[config.mk]
export PLATFORM = sky130hd
export DESIGN_NAME = kline_block_link_engine
export DESIGN_NICKNAME = d
export VERILOG_FILES = /design/src/rtl/kble_pkg.sv /design/src/rtl/kble_step.sv /design/src/rtl/kline_block_link_engine.sv
export VERILOG_INCLUDE_DIRS = /design/src /design/src/rtl
export SDC_FILE = /design/constraint.sdc
export NUM_CORES = 1
export LEC_CHECK = 0
export BUFFER_PORTS_ARGS = -buffer_cell sky130_fd_sc_hd__buf_2
export CAP_MARGIN = 20
export CELL_PAD_IN_SITES_DETAIL_PLACEMENT = 0
export CELL_PAD_IN_SITES_GLOBAL_PLACEMENT = 1
export CORE_MARGIN = 8
export CORE_UTILIZATION = 50
export CTS_CLUSTER_DIAMETER = 60
export DETAILED_ROUTE_END_ITERATION = 7
export PLACE_DENSITY_LB_ADDON = 0.1
export SLEW_MARGIN = 20
export SYNTH_ARGS = -nofsm -noshare
export SYNTH_HDL_FRONTEND = slang
export SYNTH_SLANG_ARGS = --single-unit
export TNS_END_PERCENT = 10
[constraint.sdc]
create_clock -name clk -period 8 [get_ports clk]
set_input_delay 0.4 -clock clk [delete_from_list [all_inputs] [get_ports clk]]
set_output_delay 0.4 -clock clk [all_outputs]
set_load 0.1 [all_outputs]
[src/rtl/kline_block_link_engine_assert.svh]
// Assertion macros for the block's RTL
`ifndef KLINE_BLOCK_LINK_ENGINE_ASSERT_SVH
`define KLINE_BLOCK_LINK_ENGINE_ASSERT_SVH

// Same-cycle implication, checked outside reset
`define KBLE_ASSERT_NOW(label, pre, post) \
    label: assert property (@(posedge clk) disable iff (!rst_n) (pre) |-> (post)) \
        else $error("kble assertion failed");

// Next-cycle implication, checked outside reset
`define KBLE_ASSERT_NEXT(label, pre, post) \
    label: assert property (@(posedge clk) disable iff (!rst_n) (pre) |=> (post)) \
        else $error("kble assertion failed");

`endif

[src/rtl/kble_pkg.sv]
package kble_pkg;

    // Line protocol bytes
    localparam logic [7:0] BYTE_SYNC  = 8'h81;
    localparam logic [7:0] BYTE_START = 8'h0D;
    localparam logic [7:0] BYTE_END   = 8'h03;

    // Request length limits
    localparam logic [2:0] REQ_LEN_MIN = 3'd3;
    localparam logic [2:0] REQ_LEN_MAX = 3'd6;

    // Request byte positions
    localparam logic [2:0] REQ_IDX_LENGTH  = 3'd0;
    localparam logic [2:0] REQ_IDX_COUNTER = 3'd1;
    localparam logic [2:0] REQ_IDX_TITLE   = 3'd2;
    localparam logic [2:0] REQ_IDX_DATA_A  = 3'd3;
    localparam logic [2:0] REQ_IDX_DATA_B  = 3'd4;

    // Configuration register indexes
    localparam logic [2:0] CFG_REQ_LENGTH = 3'd0;
    localparam logic [2:0] CFG_REQ_TITLE  = 3'd1;
    localparam logic [2:0] CFG_REQ_DATA_A = 3'd2;
    localparam logic [2:0] CFG_REQ_DATA_B = 3'd3;
    localparam logic [2:0] CFG_REQ_DATA_C = 3'd4;

    // Link phase, one-hot
    typedef enum logic [3:0] {
        PH_START      = 4'b0001,
        PH_RECEIVE    = 4'b0010,
        PH_SEND       = 4'b0100,
        PH_CLOSE_ECHO = 4'b1000
    } phase_t;

    typedef struct packed {
        logic [2:0] req_length;
        logic [7:0] req_title;
        logic [7:0] req_data_a;
        logic [7:0] req_data_b;
        logic [7:0] req_data_c;
    } cfg_t;

    typedef struct packed {
        phase_t     phase;
        logic [7:0] byte_pos;
        logic [7:0] ann_length;
        logic [7:0] seq_count;
        logic [7:0] last_title;
        logic       drop_echo;
        logic [7:0] pending;
    } state_t;

    typedef struct packed {
        logic       send_valid;
        logic [7:0] send_byte;
        logic       payload_valid;
        logic [7:0] payload_byte;
        logic [7:0] payload_index;
        logic       block_done;
        logic [7:0] block_title;
        logic [7:0] block_counter;
        logic       request_sent;
        logic       framing_error;
        logic       link_up;
    } result_t;

    // Request length clamped to the supported range
    function automatic logic [2:0] eff_length(input logic [2:0] len);
        logic [2:0] res;
        res = len;
        if (len < REQ_LEN_MIN) res = REQ_LEN_MIN;
        else if (len > REQ_LEN_MAX) res = REQ_LEN_MAX;
        return res;
    endfunction

    // Byte of the outgoing request block at a given position
    function automatic logic [7:0] request_byte(input logic [2:0] idx, input cfg_t cfg,
                                                input logic [7:0] seq);
        logic [2:0] len;
        logic [7:0] res;
        len = eff_length(cfg.req_length);
        priority if (idx >= len)              res = BYTE_END;
        else if (idx == REQ_IDX_LENGTH)       res = {5'd0, len};
        else if (idx == REQ_IDX_COUNTER)      res = seq + 8'd1;
        else if (idx == REQ_IDX_TITLE)        res = cfg.req_title;
        else if (idx == REQ_IDX_DATA_A)       res = cfg.req_data_a;
        else if (idx == REQ_IDX_DATA_B)       res = cfg.req_data_b;
        else                                  res = cfg.req_data_c;
        return res;
    endfunction

endpackage

[src/rtl/kble_step.sv]
// Per-byte link logic: next state and result for one received line byte
module kble_step (
    input  kble_pkg::state_t  state,
    input  kble_pkg::cfg_t    cfg,
    input  logic [7:0]        line_byte,
    output kble_pkg::state_t  state_next,
    output kble_pkg::result_t result
);

    logic [7:0] len_cur;
    logic [7:0] pos_inc;
    logic [2:0] send_pos;
    logic [2:0] req_len;

    assign len_cur  = (state.byte_pos == 8'd0) ? line_byte : state.ann_length;
    assign pos_inc  = state.byte_pos + 8'd1;
    assign send_pos = pos_inc[2:0];
    assign req_len  = kble_pkg::eff_length(cfg.req_length);

    always_comb
    begin
        state_next = state;
        result     = '0;

        unique case (state.phase)
            kble_pkg::PH_START:
            begin
                if (line_byte == kble_pkg::BYTE_SYNC)
                begin
                    result.send_valid = 1'b1;
                    result.send_byte  = ~line_byte;
                end
                else if (line_byte == kble_pkg::BYTE_START)
                begin
                    state_next.phase     = kble_pkg::PH_RECEIVE;
                    state_next.byte_pos  = 8'd0;
                    state_next.drop_echo = 1'b0;
                end
            end

            kble_pkg::PH_RECEIVE:
            begin
                if (state.drop_echo)
                begin
                    // own echo of the complement just sent
                    state_next.drop_echo = 1'b0;
                end
                else
                begin
                    if (state.byte_pos == 8'd0) state_next.ann_length = line_byte;
                    if (state.byte_pos > len_cur)
                    begin
                        // overrun: discard and restart reception
                        result.framing_error = 1'b1;
                        state_next.byte_pos  = 8'd0;
                    end
                    else
                    begin
                        if (state.byte_pos == 8'd1) state_next.seq_count = line_byte;
                        if (state.byte_pos == 8'd2) state_next.last_title = line_byte;
                        result.payload_valid = 1'b1;
                        result.payload_byte  = line_byte;
                        result.payload_index = state.byte_pos;
                        if (line_byte == kble_pkg::BYTE_END && state.byte_pos == len_cur)
                        begin
                            // block closed: start the request with its length byte
                            result.block_done   = 1'b1;
                            state_next.byte_pos = 8'd0;
                            state_next.pending  = {5'd0, req_len};
                            result.send_valid   = 1'b1;
                            result.send_byte    = {5'd0, req_len};
                            state_next.phase    = kble_pkg::PH_SEND;
                        end
                        else
                        begin
                            result.send_valid    = 1'b1;
                            result.send_byte     = ~line_byte;
                            state_next.drop_echo = 1'b1;
                            state_next.byte_pos  = pos_inc;
                        end
                    end
                end
            end

            kble_pkg::PH_SEND:
            begin
                // advance once the partner complements the pending byte
                if (line_byte == ~state.pending)
                begin
                    state_next.byte_pos = {5'd0, send_pos};
                    if (send_pos >= req_len)
                    begin
                        state_next.pending = kble_pkg::BYTE_END;
                        state_next.phase   = kble_pkg::PH_CLOSE_ECHO;
                        result.send_byte   = kble_pkg::BYTE_END;
                    end
                    else
                    begin
                        state_next.pending = kble_pkg::request_byte(send_pos, cfg,
                                                                     state.seq_count);
                        result.send_byte   = kble_pkg::request_byte(send_pos, cfg,
                                                                     state.seq_count);
                    end
                    result.send_valid = 1'b1;
                end
            end

            kble_pkg::PH_CLOSE_ECHO:
            begin
                if (line_byte == kble_pkg::BYTE_END)
                begin
                    result.request_sent  = 1'b1;
                    state_next.phase     = kble_pkg::PH_RECEIVE;
                    state_next.byte_pos  = 8'd0;
                    state_next.drop_echo = 1'b0;
                end
            end

            default:
            begin
                state_next = state;
            end
        endcase

        result.block_title   = state_next.last_title;
        result.block_counter = state_next.seq_count;
        result.link_up       = (state_next.phase != kble_pkg::PH_START);
    end

endmodule

[src/rtl/kline_block_link_engine.sv]
// K-line block link engine, tester side.
// Input channel (in_valid/in_ready/line_byte) carries every byte heard on the
// line, own echoes included. Each accepted byte yields exactly one result on
// the output channel (out_valid/out_ready plus the result fields): a byte to
// transmit if send_valid, a received block byte if payload_valid, and status.
// The result is registered and appears in the cycle after the input
// transfer. Throughput: one byte per cycle while the receiver takes results;
// the per-byte state update and result decode are a single compare-and-select stage.
// in_ready is high while the result register is empty or being taken in the
// same cycle, so a stalled receiver holds the result and stalls the input
// after one byte; nothing is dropped.
// Configuration (cfg_we/cfg_index/cfg_data) writes the request registers;
// write only while the block is idle.
// Reset: link returns to the start phase waiting for 0x81/0x0D, counters and
// captured fields clear, request registers take their defaults, no result
// is pending.
module kline_block_link_engine (
    input  logic       clk,
    input  logic       rst_n,
    input  logic       in_valid,
    output logic       in_ready,
    input  logic [7:0] line_byte,
    output logic       out_valid,
    input  logic       out_ready,
    output logic       send_valid,
    output logic [7:0] send_byte,
    output logic       payload_valid,
    output logic [7:0] payload_byte,
    output logic [7:0] payload_index,
    output logic       block_done,
    output logic [7:0] block_title,
    output logic [7:0] block_counter,
    output logic       request_sent,
    output logic       framing_error,
    output logic       link_up,
    input  logic       cfg_we,
    input  logic [2:0] cfg_index,
    input  logic [7:0] cfg_data
);

    `include "kline_block_link_engine_assert.svh"

    kble_pkg::cfg_t    cfg_reg;
    kble_pkg::state_t  state_reg;
    kble_pkg::state_t  state_next;
    kble_pkg::result_t res_reg;
    kble_pkg::result_t res_next;
    logic              out_valid_reg;
    logic              in_xfer;

    assign in_ready = !out_valid_reg || out_ready;
    assign in_xfer  = in_valid && in_ready;

    // Configuration registers
    always_ff @(posedge clk or negedge rst_n)
    begin
        if (!rst_n)
        begin
            cfg_reg.req_length <= 3'd3;
            cfg_reg.req_title  <= 8'd9;
            cfg_reg.req_data_a <= 8'd0;
            cfg_reg.req_data_b <= 8'd0;
            cfg_reg.req_data_c <= 8'd0;
        end
        else if (cfg_we)
        begin
            unique case (cfg_index)
                kble_pkg::CFG_REQ_LENGTH: cfg_reg.req_length <= cfg_data[2:0];
                kble_pkg::CFG_REQ_TITLE:  cfg_reg.req_title  <= cfg_data;
                kble_pkg::CFG_REQ_DATA_A: cfg_reg.req_data_a <= cfg_data;
                kble_pkg::CFG_REQ_DATA_B: cfg_reg.req_data_b <= cfg_data;
                kble_pkg::CFG_REQ_DATA_C: cfg_reg.req_data_c <= cfg_data;
                default:                  cfg_reg            <= cfg_reg;
            endcase
        end
    end

    // Per-byte logic
    kble_step u_step (
        .state      (state_reg),
        .cfg        (cfg_reg),
        .line_byte  (line_byte),
        .state_next (state_next),
        .result     (res_next)
    );

    // Link state, updated on each input transfer
    always_ff @(posedge clk or negedge rst_n)
    begin
        if (!rst_n)
        begin
            state_reg.phase      <= kble_pkg::PH_START;
            state_reg.byte_pos   <= 8'd0;
            state_reg.ann_length <= 8'd0;
            state_reg.seq_count  <= 8'd0;
            state_reg.last_title <= 8'd0;
            state_reg.drop_echo  <= 1'b0;
            state_reg.pending    <= 8'd0;
        end
        else if (in_xfer)
        begin
            state_reg <= state_next;
        end
    end

    // Result register valid flag
    always_ff @(posedge clk or negedge rst_n)
    begin
        if (!rst_n)
        begin
            out_valid_reg <= 1'b0;
        end
        else if (in_ready)
        begin
            out_valid_reg <= in_valid;
        end
    end

    // Result payload
    always_ff @(posedge clk)
    begin
        if (in_xfer)
        begin
            res_reg <= res_next;
        end
    end

    assign out_valid     = out_valid_reg;
    assign send_valid    = res_reg.send_valid;
    assign send_byte     = res_reg.send_byte;
    assign payload_valid = res_reg.payload_valid;
    assign payload_byte  = res_reg.payload_byte;
    assign payload_index = res_reg.payload_index;
    assign block_done    = res_reg.block_done;
    assign block_title   = res_reg.block_title;
    assign block_counter = res_reg.block_counter;
    assign request_sent  = res_reg.request_sent;
    assign framing_error = res_reg.framing_error;
    assign link_up       = res_reg.link_up;

    // Checks
    `KBLE_ASSERT_NEXT(a_xfer_gives_result, in_xfer, out_valid_reg)
    `KBLE_ASSERT_NOW(a_done_starts_send, out_valid_reg && res_reg.block_done,
                     res_reg.send_valid && state_reg.phase == kble_pkg::PH_SEND)
    `KBLE_ASSERT_NOW(a_sent_back_to_rx, out_valid_reg && res_reg.request_sent,
                     state_reg.phase == kble_pkg::PH_RECEIVE && state_reg.byte_pos == 8'd0)
    `KBLE_ASSERT_NOW(a_frame_err_no_data, out_valid_reg && res_reg.framing_error,
                     !res_reg.payload_valid && !res_reg.send_valid)

endmodule

# [Yosys cells after proc, flatten, opt, wreduce, memory -nomap -nowiden]
# Cells that the tools add are included.
[totals] register_bits=127 in_bits=24 out_inout_bits=48 wordCells=130
[classes] addsub=2 order_cmp=5 n_eq_ne=27 mux=47 bitwise_logic=4 n_reduce_logical=21
[op_table] cell="2-to-1 mux 8 bit" count=16
[op_table] cell="2-to-1 mux 27 bit" count=2
[op_table] cell="2-to-1 mux 12 bit" count=4
[op_table] cell="case mux 12 bit (4 select lines)" count=1
[op_table] cell="2-to-1 mux 36 bit" count=1
[op_table] cell="case mux 9 bit (3 select lines)" count=1
[op_table] cell="2-to-1 mux 25 bit" count=1
[op_table] cell="2-to-1 mux 9 bit" count=2
[op_table] cell="adder 8 x 1 -> 8 bit, second input constant" count=2
[op_table] cell="== test 8 x 2 -> 1 bit, second input constant" count=2
[op_table] cell="== test 8 bit" count=2
[op_table] cell="2-to-1 mux 16 bit" count=1
[op_table] cell="inverter 8 bit" count=2
[op_table] cell="case mux 8 bit (2 select lines)" count=1
[op_table] cell="2-to-1 mux 3 bit" count=5
[op_table] cell="== test 3 x 2 -> 1 bit, second input constant" count=4
[op_table] cell="2-to-1 mux 4 bit" count=3
[op_table] cell="AND reduction 2 bit" count=5
[op_table] cell="== test 8 x 1 -> 1 bit, second input constant" count=1
[op_table] cell="== test 8 x 4 -> 1 bit, second input constant" count=1
[op_table] cell="== test 8 bit, second input constant" count=1
[op_table] cell="greater-than comparator 8 bit" count=1
[op_table] cell="zero test 8 bit" count=1
[op_table] cell="2-to-1 mux 1 bit" count=8
[op_table] cell="other kinds (27)" count=38

# [Depth between registers and ports, before layout]
# Gate-level depths: netlist of the first run.
[depth] depth_word=12 mapped_depth=14 depth_no_buf=12

# [Cells and area by module]
# A second synthesis of the first run with hierarchy kept.
[unflattened] hier_cells=586 hier_area_um2=6901.6
[modules_own_cells] module="kline_block_link_engine" instances=1 cells_per_inst=223 area_per_inst_um2=4453.0 seq_area_each_um2=3414.5
[modules_own_cells] module="kble_step" instances=1 cells_per_inst=363 area_per_inst_um2=2448.6 seq_area_each_um2=0.0

# [Worst setup path after synthesis of the first run]
# Ideal clock, no wire load.
[synth_timing] path_type="register to register" startpoint="register out_valid_reg, in the netlist out_valid" endpoint="register state_reg[10] (netlist bit)" setup_ns=0.125 arrival_time_ns=4.290 t_required_ns=7.875 setup_slack_ns=3.585 path_stages_with_launch=6 n_path_buf=0 period_less_slack_ns=4.415 path_cell_list="dfrtp_1 -> nand2b_1 -> nand2_1 -> clkinv_1 -> nand4_1 -> mux2_2"
[synth_via] elab_chain_len=3
[synth_rtl] item="start, declared" line="kline_block_link_engine.sv:48" text="logic out_valid_reg;"
[synth_rtl] item="start signal, assigned" line="kline_block_link_engine.sv:115" text="out_valid_reg <= in_valid;"
[synth_rtl] item="zero test 1 bit" line="kline_block_link_engine.sv:51" text="assign in_ready = !out_valid_reg || out_ready;"
[synth_rtl] item="logical OR 1 bit" line="kline_block_link_engine.sv:51"
[synth_rtl] item="net in_ready" line="kline_block_link_engine.sv:21" text="output logic in_ready,"
[synth_rtl] item="logical AND 1 bit" line="kline_block_link_engine.sv:52" text="assign in_xfer = in_valid && in_ready;"
[synth_rtl] item="net in_xfer" line="kline_block_link_engine.sv:49" text="logic in_xfer;"
[synth_rtl] item="end signal, assigned" line="kline_block_link_engine.sv:102" text="state_reg <= state_next;"
[synth_rtl] item="end, declared" line="kline_block_link_engine.sv:44" text="kble_pkg::state_t state_reg;"
# The timed path passes the listed nets, and every way through them passes these cells.
# A chain may end at the register's enable or synchronous reset.

==> results.tsv, run 1 <==
stage	metric	value	unit
run_status	status	finished, final reports clean	
sta	holdWs	0.0332	ns
sta	rsz0062_at_grt	false	
synth	synth_edf_count	46	
synth	syn_area	0.00643	mm²
synth	syn-num-nets	592	
cts	clkLatencyLatePin	0.42	ns
synth	synthMuxAreaShare	14.8	%
worst_setup_path	worstPathArrival	4.55	ns
place	dp_hpwl	10700	µm
synth	synth_top_area_cell	dfrtp_1	
drt	ant_nets	0	
sta	worst_slack	3.61	ns
worst_setup_path	cp_data_required_time	8.16	ns
synth	seq_area_frac_synth	53.1	%
worst_setup_path	path_max_fanout	12	
min_path	hold_path.class	in2async	
synth	synthArstFlopShare	63.8	%
global_route	grt_overflow_total	0	
final_layout	nNetsFinal	656	
worst_setup_path	crit_type	reg2reg	
synth	syn_area_per_cell	11.7	µm²
sta	drv_slew	0	
final_layout	final_cells	799	
place	portBuffers	71	
floorplan	chipHeight	129	µm
global_route	grt_pass1_wl	24700	µm
synth	synth-simple-area-share	12.7	%
drt	avgRoutedWirePerCell	19.2	µm
drt	vias	4503	
global_route	grt_pass1_vias	4656	
place	dpl-instance-area	0.00690	mm²
cts	cts_sinks	127	
place	dp.cells	767	
synth	ys_ff_latch	127	
synth	synth_top_family_by_area	multiplexers	
synth	synth-xor-area-share	2.18	%
power	p_per_area	401	mW/mm²
synth	synth_compound_area_share	10.4	%
synth	yosysWarnings	0	
power	vdd_drop_max	0.000215	V
cts	cts.repair.resized	0	
place	gp_congestion	0.812	
synth	synthCells	550	
cts	holdBufCountCts	0	
drt	remaining_drc_errors	0	
sta	max_slew.worst_pin.slew	1.01	ns
worst_setup_path	critPathLaunchType	flip-flop	
global_route	grt_antenna_before_repair	0	
cts	cts_setup_buffers	0	
synth	synth_top_area_share	29.6	%
sta	setup_viol	0	
floorplan	coreArea	0.0126	mm²
sta	relSlewSlack	32.9	%
cts	clockBufferDepth	2	
floorplan	start_util	51.2	%
final_layout	antenna_cells	0	
final_layout	syn_to_final_growth	16.1	%
final_layout	final_core_util	59.4	%
sta	skew	0.00755	ns
sta	tns	0	ns
drt	routed_wl	15300	µm
flow_run	max_cap_violations	0	
drt	vias_per_cell	5.64	
synth	netlist_top_cells_area	dfrtp_1 30%, edfxtp_1 21%, mux2_2 12%, ha_1 3.5%, nand2_1 2.6%	
cts	clk_pin_slew	0.06	ns
drt	drt_iter0_drc	340	
floorplan	die_w	129	µm
synth	synth_fa_ha_area_share	3.50	%
floorplan	num_io_pins	72	
global_route	track_usage	19.3	%
synth	ys.flop_type	dfrtp_1	
final_layout	largest_register_ffs	45	
power	p_leak	3.14	nW
cts	cts_tree	yes	
floorplan	num_rows	41	
worst_setup_path	end_kind	flip-flop	
sta	final-hold-violation-count	0	
sta	fin_crit	4.39	ns
sta	fmax	0.228	GHz
final_layout	drive_gt1_share	29.5	%
power	design_power_total	3.00	mW
place	post-place-ws	3.61	ns
drt	firstDrtPassIters	5	
cts	cts_buffers	17	
sta	finalCritPeriodShare	54.9	%
floorplan	die_area	0.0167	mm²
cts	htreeDepth	4	
cts	clockRootBuffer	clkbuf_16	
final_layout	final_area	0.00747	mm²
synth	synth.distinct_cells	62	
global_route	grt_max_degree	82	
-- cell usage after synthesis (all sizes together) (3+ instances only) --
cell type,n
nand3,14
nand4,10
buf,12
ha,18
xnor2,12
a21oi,11
o21ai,27
dfstp,5
and2,9
a221oi,3
o211ai,5
nor2,24
nor3b,3
and3,3
nor2b,5
mux2i,14
or4b,4
edfxtp,46
nor3,18
dfrtp,76
inv,20
nor4b,4
mux2,72
clkbuf,18
nand2,44
xor2,4
a31oi,8
o2bb2ai,4
a211oi,5
nand3b,3
o22ai,9
nand2b,7
or2,3
a211o,6
-- where the power goes --
| group | internal [mW] | leakage [nW] | switching [mW] |
|---|---|---|---|
| Combinational | 0.414 | 1.41 | 0.857 |
| Clock | 0.484 | 0.275 | 0.267 |
| Sequential | 0.869 | 1.46 | 0.107 |
-- placed cells by master, fill, tap and decap left out, types with 17 or more instances in the layout --
| cell | netlist | layout |
|---|---|---|
| ha_1 | 18 | 18 |
| mux2_2 | 68 | 68 |
| clkbuf_16 | 0 | 17 |
| nor2_1 | 23 | 23 |
| nand2_1 | 44 | 44 |
| o21ai_0 | 23 | 23 |
| edfxtp_1 | 46 | 46 |
| buf_2 | 11 | 70 |
| nor3_1 | 17 | 17 |
| dfrtp_1 | 76 | 76 |
| inv_1 | 18 | 18 |
-- metal layers --
| layer | vias to the layer above | track usage [%] | share of wire (%) |
|---|---|---|---|
| li1 | 2164 | - | - |
| met1 | 2232 | 23.4 | 44 |
| met2 | 90 | 33.0 | 50 |
| met3 | 17 | 4.72 | 4.6 |
| met4 | 0 | 6.29 | 1.4 |
| met5 | - | 0 | 0 |
-- worst max-delay path, stage by stage, from the launching register on --
cell and delay, ns:
dfrtp_1 0.44, inv_2 0.10, nand4_1 0.11, nor3_1 0.51
nand2_1 0.44, mux2_2 0.41, ha_1 0.28, nand4_1 0.08
nor2_1 0.18, a21oi_1 0.09, nor3_2 0.54, nand3_1 0.48
mux2_1 0.46
-- logic make-up (layout without fill, tap and decap cells) --
kind of cell    after synthesis  count (layout)
buf+inv                      51             128
flops                       127             127
xor+xnor                     16              16
compound gates               98              98
fa+ha+maj                    18              18
mux                          86              86
simple gates                154             154
-- cell type report --
class	instances	area, µm²
Inverter	21	78.8
Timing Repair Buffer	75	392
Fill cell	1082	5100
Multi-Input combinational cell	372	2800
Tap cell	172	215
Clock buffer	23	448
Clock inverter	9	116
Sequential cell	127	3410
-- final timing paths --
path	startpoint	end	slack, ns	depth (start not counted)
min	rst_n	state_reg[40]$_DFFE_PN0P_	0.03	1
max	state_reg[38]$_DFFE_PN0P_	block_counter[1]$_DFFE_PP_	3.61	12
min reg2reg	state_reg[31]$_DFFE_PN0P_	state_reg[31]$_DFFE_PN0P_	0.49	2
max reg2reg	state_reg[38]$_DFFE_PN0P_	block_counter[1]$_DFFE_PP_	3.61	12
max in group asynchronous	rst_n	cfg_reg[4]$_DFFE_PN0P_	7.42	1
min in group clk	in_valid	out_valid$_DFFE_PN0N_	0.18	2
Note: power is estimated with default switching activity, not from simulation.
==> run 2: changes to the inputs <==
--- a/config.mk
+++ b/config.mk
@@ -11,7 +11,7 @@
 export CELL_PAD_IN_SITES_DETAIL_PLACEMENT = 0
 export CELL_PAD_IN_SITES_GLOBAL_PLACEMENT = 1
 export CORE_MARGIN = 8
-export CORE_UTILIZATION = 50
+export CORE_UTILIZATION = 47
 export CTS_CLUSTER_DIAMETER = 60
 export DETAILED_ROUTE_END_ITERATION = 7
 export PLACE_DENSITY_LB_ADDON = 0.1
==> constraint.sdc (replaced) <==
create_clock -name clk -period 4.2 [get_ports clk]
set_input_delay 0.21 -clock clk [delete_from_list [all_inputs] [get_ports clk]]
set_output_delay 0.21 -clock clk [all_outputs]
set_load 0.1 [all_outputs]
==> run 2 against run 1 <==
- cell area grew 1.4%
- worst hold slack improved by 0.014 ns
- non-clock buffer count increased by 7
- clock power increased by 97%
- die area grew 5.6%
- flip-flop and latch count stayed put
- total power is 93% higher
- first-iteration DRC count is 12% higher
- utilization decreased by 2.5 points
- worst setup slack worse by 3.3 ns
- count of clock-buffer cells in the layout decreased by 2
- fmax increased by 14%
- largest power group unchanged
==> results.tsv, run 2 (synthesis results as in run 1) <==
stage	metric	value	unit
run_status	status	finished, final reports clean	
flow_run	max_cap_violations	0	
sta	fin_crit	3.84	ns
global_route	grt_pass1_wl	25800	µm
sta	holdWs	0.0468	ns
floorplan	chipHeight	133	µm
sta	final-hold-violation-count	0	
place	post-place-ws	0.262	ns
worst_setup_path	crit_type	reg2reg	
power	p_per_area	764	mW/mm²
power	switching_share	41.0	%
cts	cts_sinks	127	
drt	vias	4594	
cts	clk_pin_slew	0.05	ns
cts	htreeDepth	4	
final_layout	antenna_cells	0	
drt	firstDrtPassIters	7	
floorplan	num_io_pins	72	
place	portBuffers	71	
floorplan	die_w	133	µm
floorplan	start_util	48.4	%
worst_setup_path	critPathLaunchType	flip-flop	
final_layout	multi_input_area	0.00281	mm²
drt	avgRoutedWirePerCell	19.3	µm
power	p_int	3.42	mW
final_layout	final_area	0.00757	mm²
power	pwr-share-seq	32.2	%
sta	drv_slew	0	
place	gp_congestion	0.861	
global_route	track_usage	18.6	%
drt	remaining_drc_errors	0	
final_layout	syn_to_final_growth	17.8	%
cts	cts_buffers	17	
final_layout	largest_register_ffs	45	
power	clkPwrFrac	25.6	%
drt	vias_per_cell	5.67	
sta	max_slew.worst_pin.slew	0.960	ns
cts	cts_setup_buffers	0	
final_layout	final_core_util	57.0	%
floorplan	die_area	0.0177	mm²
sta	fmax	0.260	GHz
place	dpl-instance-area	0.00694	mm²
cts	clockRootBuffer	clkbuf_16	
sta	worst_slack	0.356	ns
global_route	grt_antenna_before_repair	0	
sta	rsz0062_at_grt	false	
power	p_leak	3.18	nW
power	p_switching	2.37	mW
worst_setup_path	worstPathArrival	4.18	ns
sta	setup_viol	0	
floorplan	num_rows	42	
drt	ant_nets	0	
power	comb_power_share	42.2	%
power	vdd_drop_max	0.000350	V
final_layout	regArea	0.00341	mm²
sta	tns	0	ns
worst_setup_path	end_kind	flip-flop	
place	dp_hpwl	10900	µm
drt	routed_wl	15600	µm
global_route	grt_max_degree	82	
drt	drt_iter0_drc	381	
sta	skew	0.00537	ns
final_layout	final_common_cell	dfrtp_1	
cts	clockBufferDepth	2	
cts	cts_tree	yes	
final_layout	fillers	1151	
floorplan	coreArea	0.0133	mm²
sta	finalCritPeriodShare	91.5	%
cts	clkLatencyLatePin	0.42	ns
min_path	hold_path.class	in2reg	
worst_setup_path	cp_data_required_time	4.53	ns
final_layout	drive_gt1_share	30.9	%
worst_setup_path	path_max_fanout	14	
final_layout	nNetsFinal	663	
final_layout	final_cell_mix	76 x dfrtp_1, 70 x buf_2, 68 x mux2_2	
global_route	grt_pass1_vias	4866	
global_route	grt_overflow_total	0	
sta	relSlewSlack	36.0	%
## run 2: changes by cell type in the layout (fill, tap and decap cells not counted)
cell	delta
nor3_2	-1
clkinvlp_4	+4
nor3_4	+1
clkinv_2	+1
clkbuf_8	+2
inv_2	-1
buf_4	+5
dlygate4sd3_1	+2
clkbuf_1	-4
clkinv_1	-2
## run 2: metrics by stage
stage          total power, mW  cells
2_1_floorplan             3.75    550
3_3_place_gp              4.28    776
3_5_place_dp              4.32    776
4_1_cts                   5.82    809
5_1_grt                   6.11    810
6_report                  5.79    810
## run 2: final cells by class
| cell class | instances | area share (%) |
|---|---|---|
| sequential | 127 | 45.1 |
| multi-input combinational | 372 | 37.1 |
| clock buffer | 21 | 6.08 |
| timing repair buffer | 82 | 5.93 |
| tap | 176 | 2.91 |
| clock inverter | 11 | 1.83 |
| inverter | 21 | 1.06 |
## run 2: power groups by stage
stage,clock network (mW),registers (mW),logic [mW]
2_1_floorplan,0,2.45,1.30
3_3_place_gp,0,1.87,2.41
3_5_place_dp,0,1.88,2.44
4_1_cts,1.50,1.86,2.45
5_1_grt,1.56,1.90,2.65
6_report,1.48,1.86,2.45
## run 2: worst max-delay path, cell delays in order (launching register included)
cell	delay, ns
dfrtp_1	0.44
inv_2	0.10
nand4_1	0.10
nor3_1	0.17
buf_4	0.18
nand2_1	0.28
mux2_2	0.40
ha_1	0.29
nand4_1	0.08
nor2_1	0.19
a21oi_1	0.12
or2_2	0.47
or4b_1	0.71
o22ai_1	0.22
## run 2: layer usage
metal	GRT usage, %	up-vias	routed length (µm)
met5	0	-	0
met4	6.62	0	201
met3	4.96	20	669
met2	31.5	127	7900
met1	22.1	2260	6860
li1	-	2187	-
## run 2: worst paths after layout
check | startpoint | endpoint | slack (ns) | cells after the start
setup / recovery | state_reg[38]$_DFFE_PN0P_ | state_reg[39]$_DFFE_PN0P_ | 0.36 | 13
hold / removal | cfg_data[0] | cfg_reg[32]$_DFFE_PN1P_ | 0.05 | 3
setup reg to reg | state_reg[38]$_DFFE_PN0P_ | state_reg[39]$_DFFE_PN0P_ | 0.36 | 13
hold reg to reg | state_reg[27]$_DFFE_PN0P_ | state_reg[27]$_DFFE_PN0P_ | 0.49 | 2
max in group asynchronous | rst_n | cfg_reg[19]$_DFFE_PN0P_ | 3.28 | 2
min in group asynchronous | rst_n | state_reg[36]$_DFFE_PN0P_ | 0.39 | 2
## run 2: what timing repair did
item                                    in CTS  in global routing
hold endpoints to repair                     1                 76
resized for setup                            0                  1
hold buffers                                 1                  1
endpoints found under the setup margin       0                 27
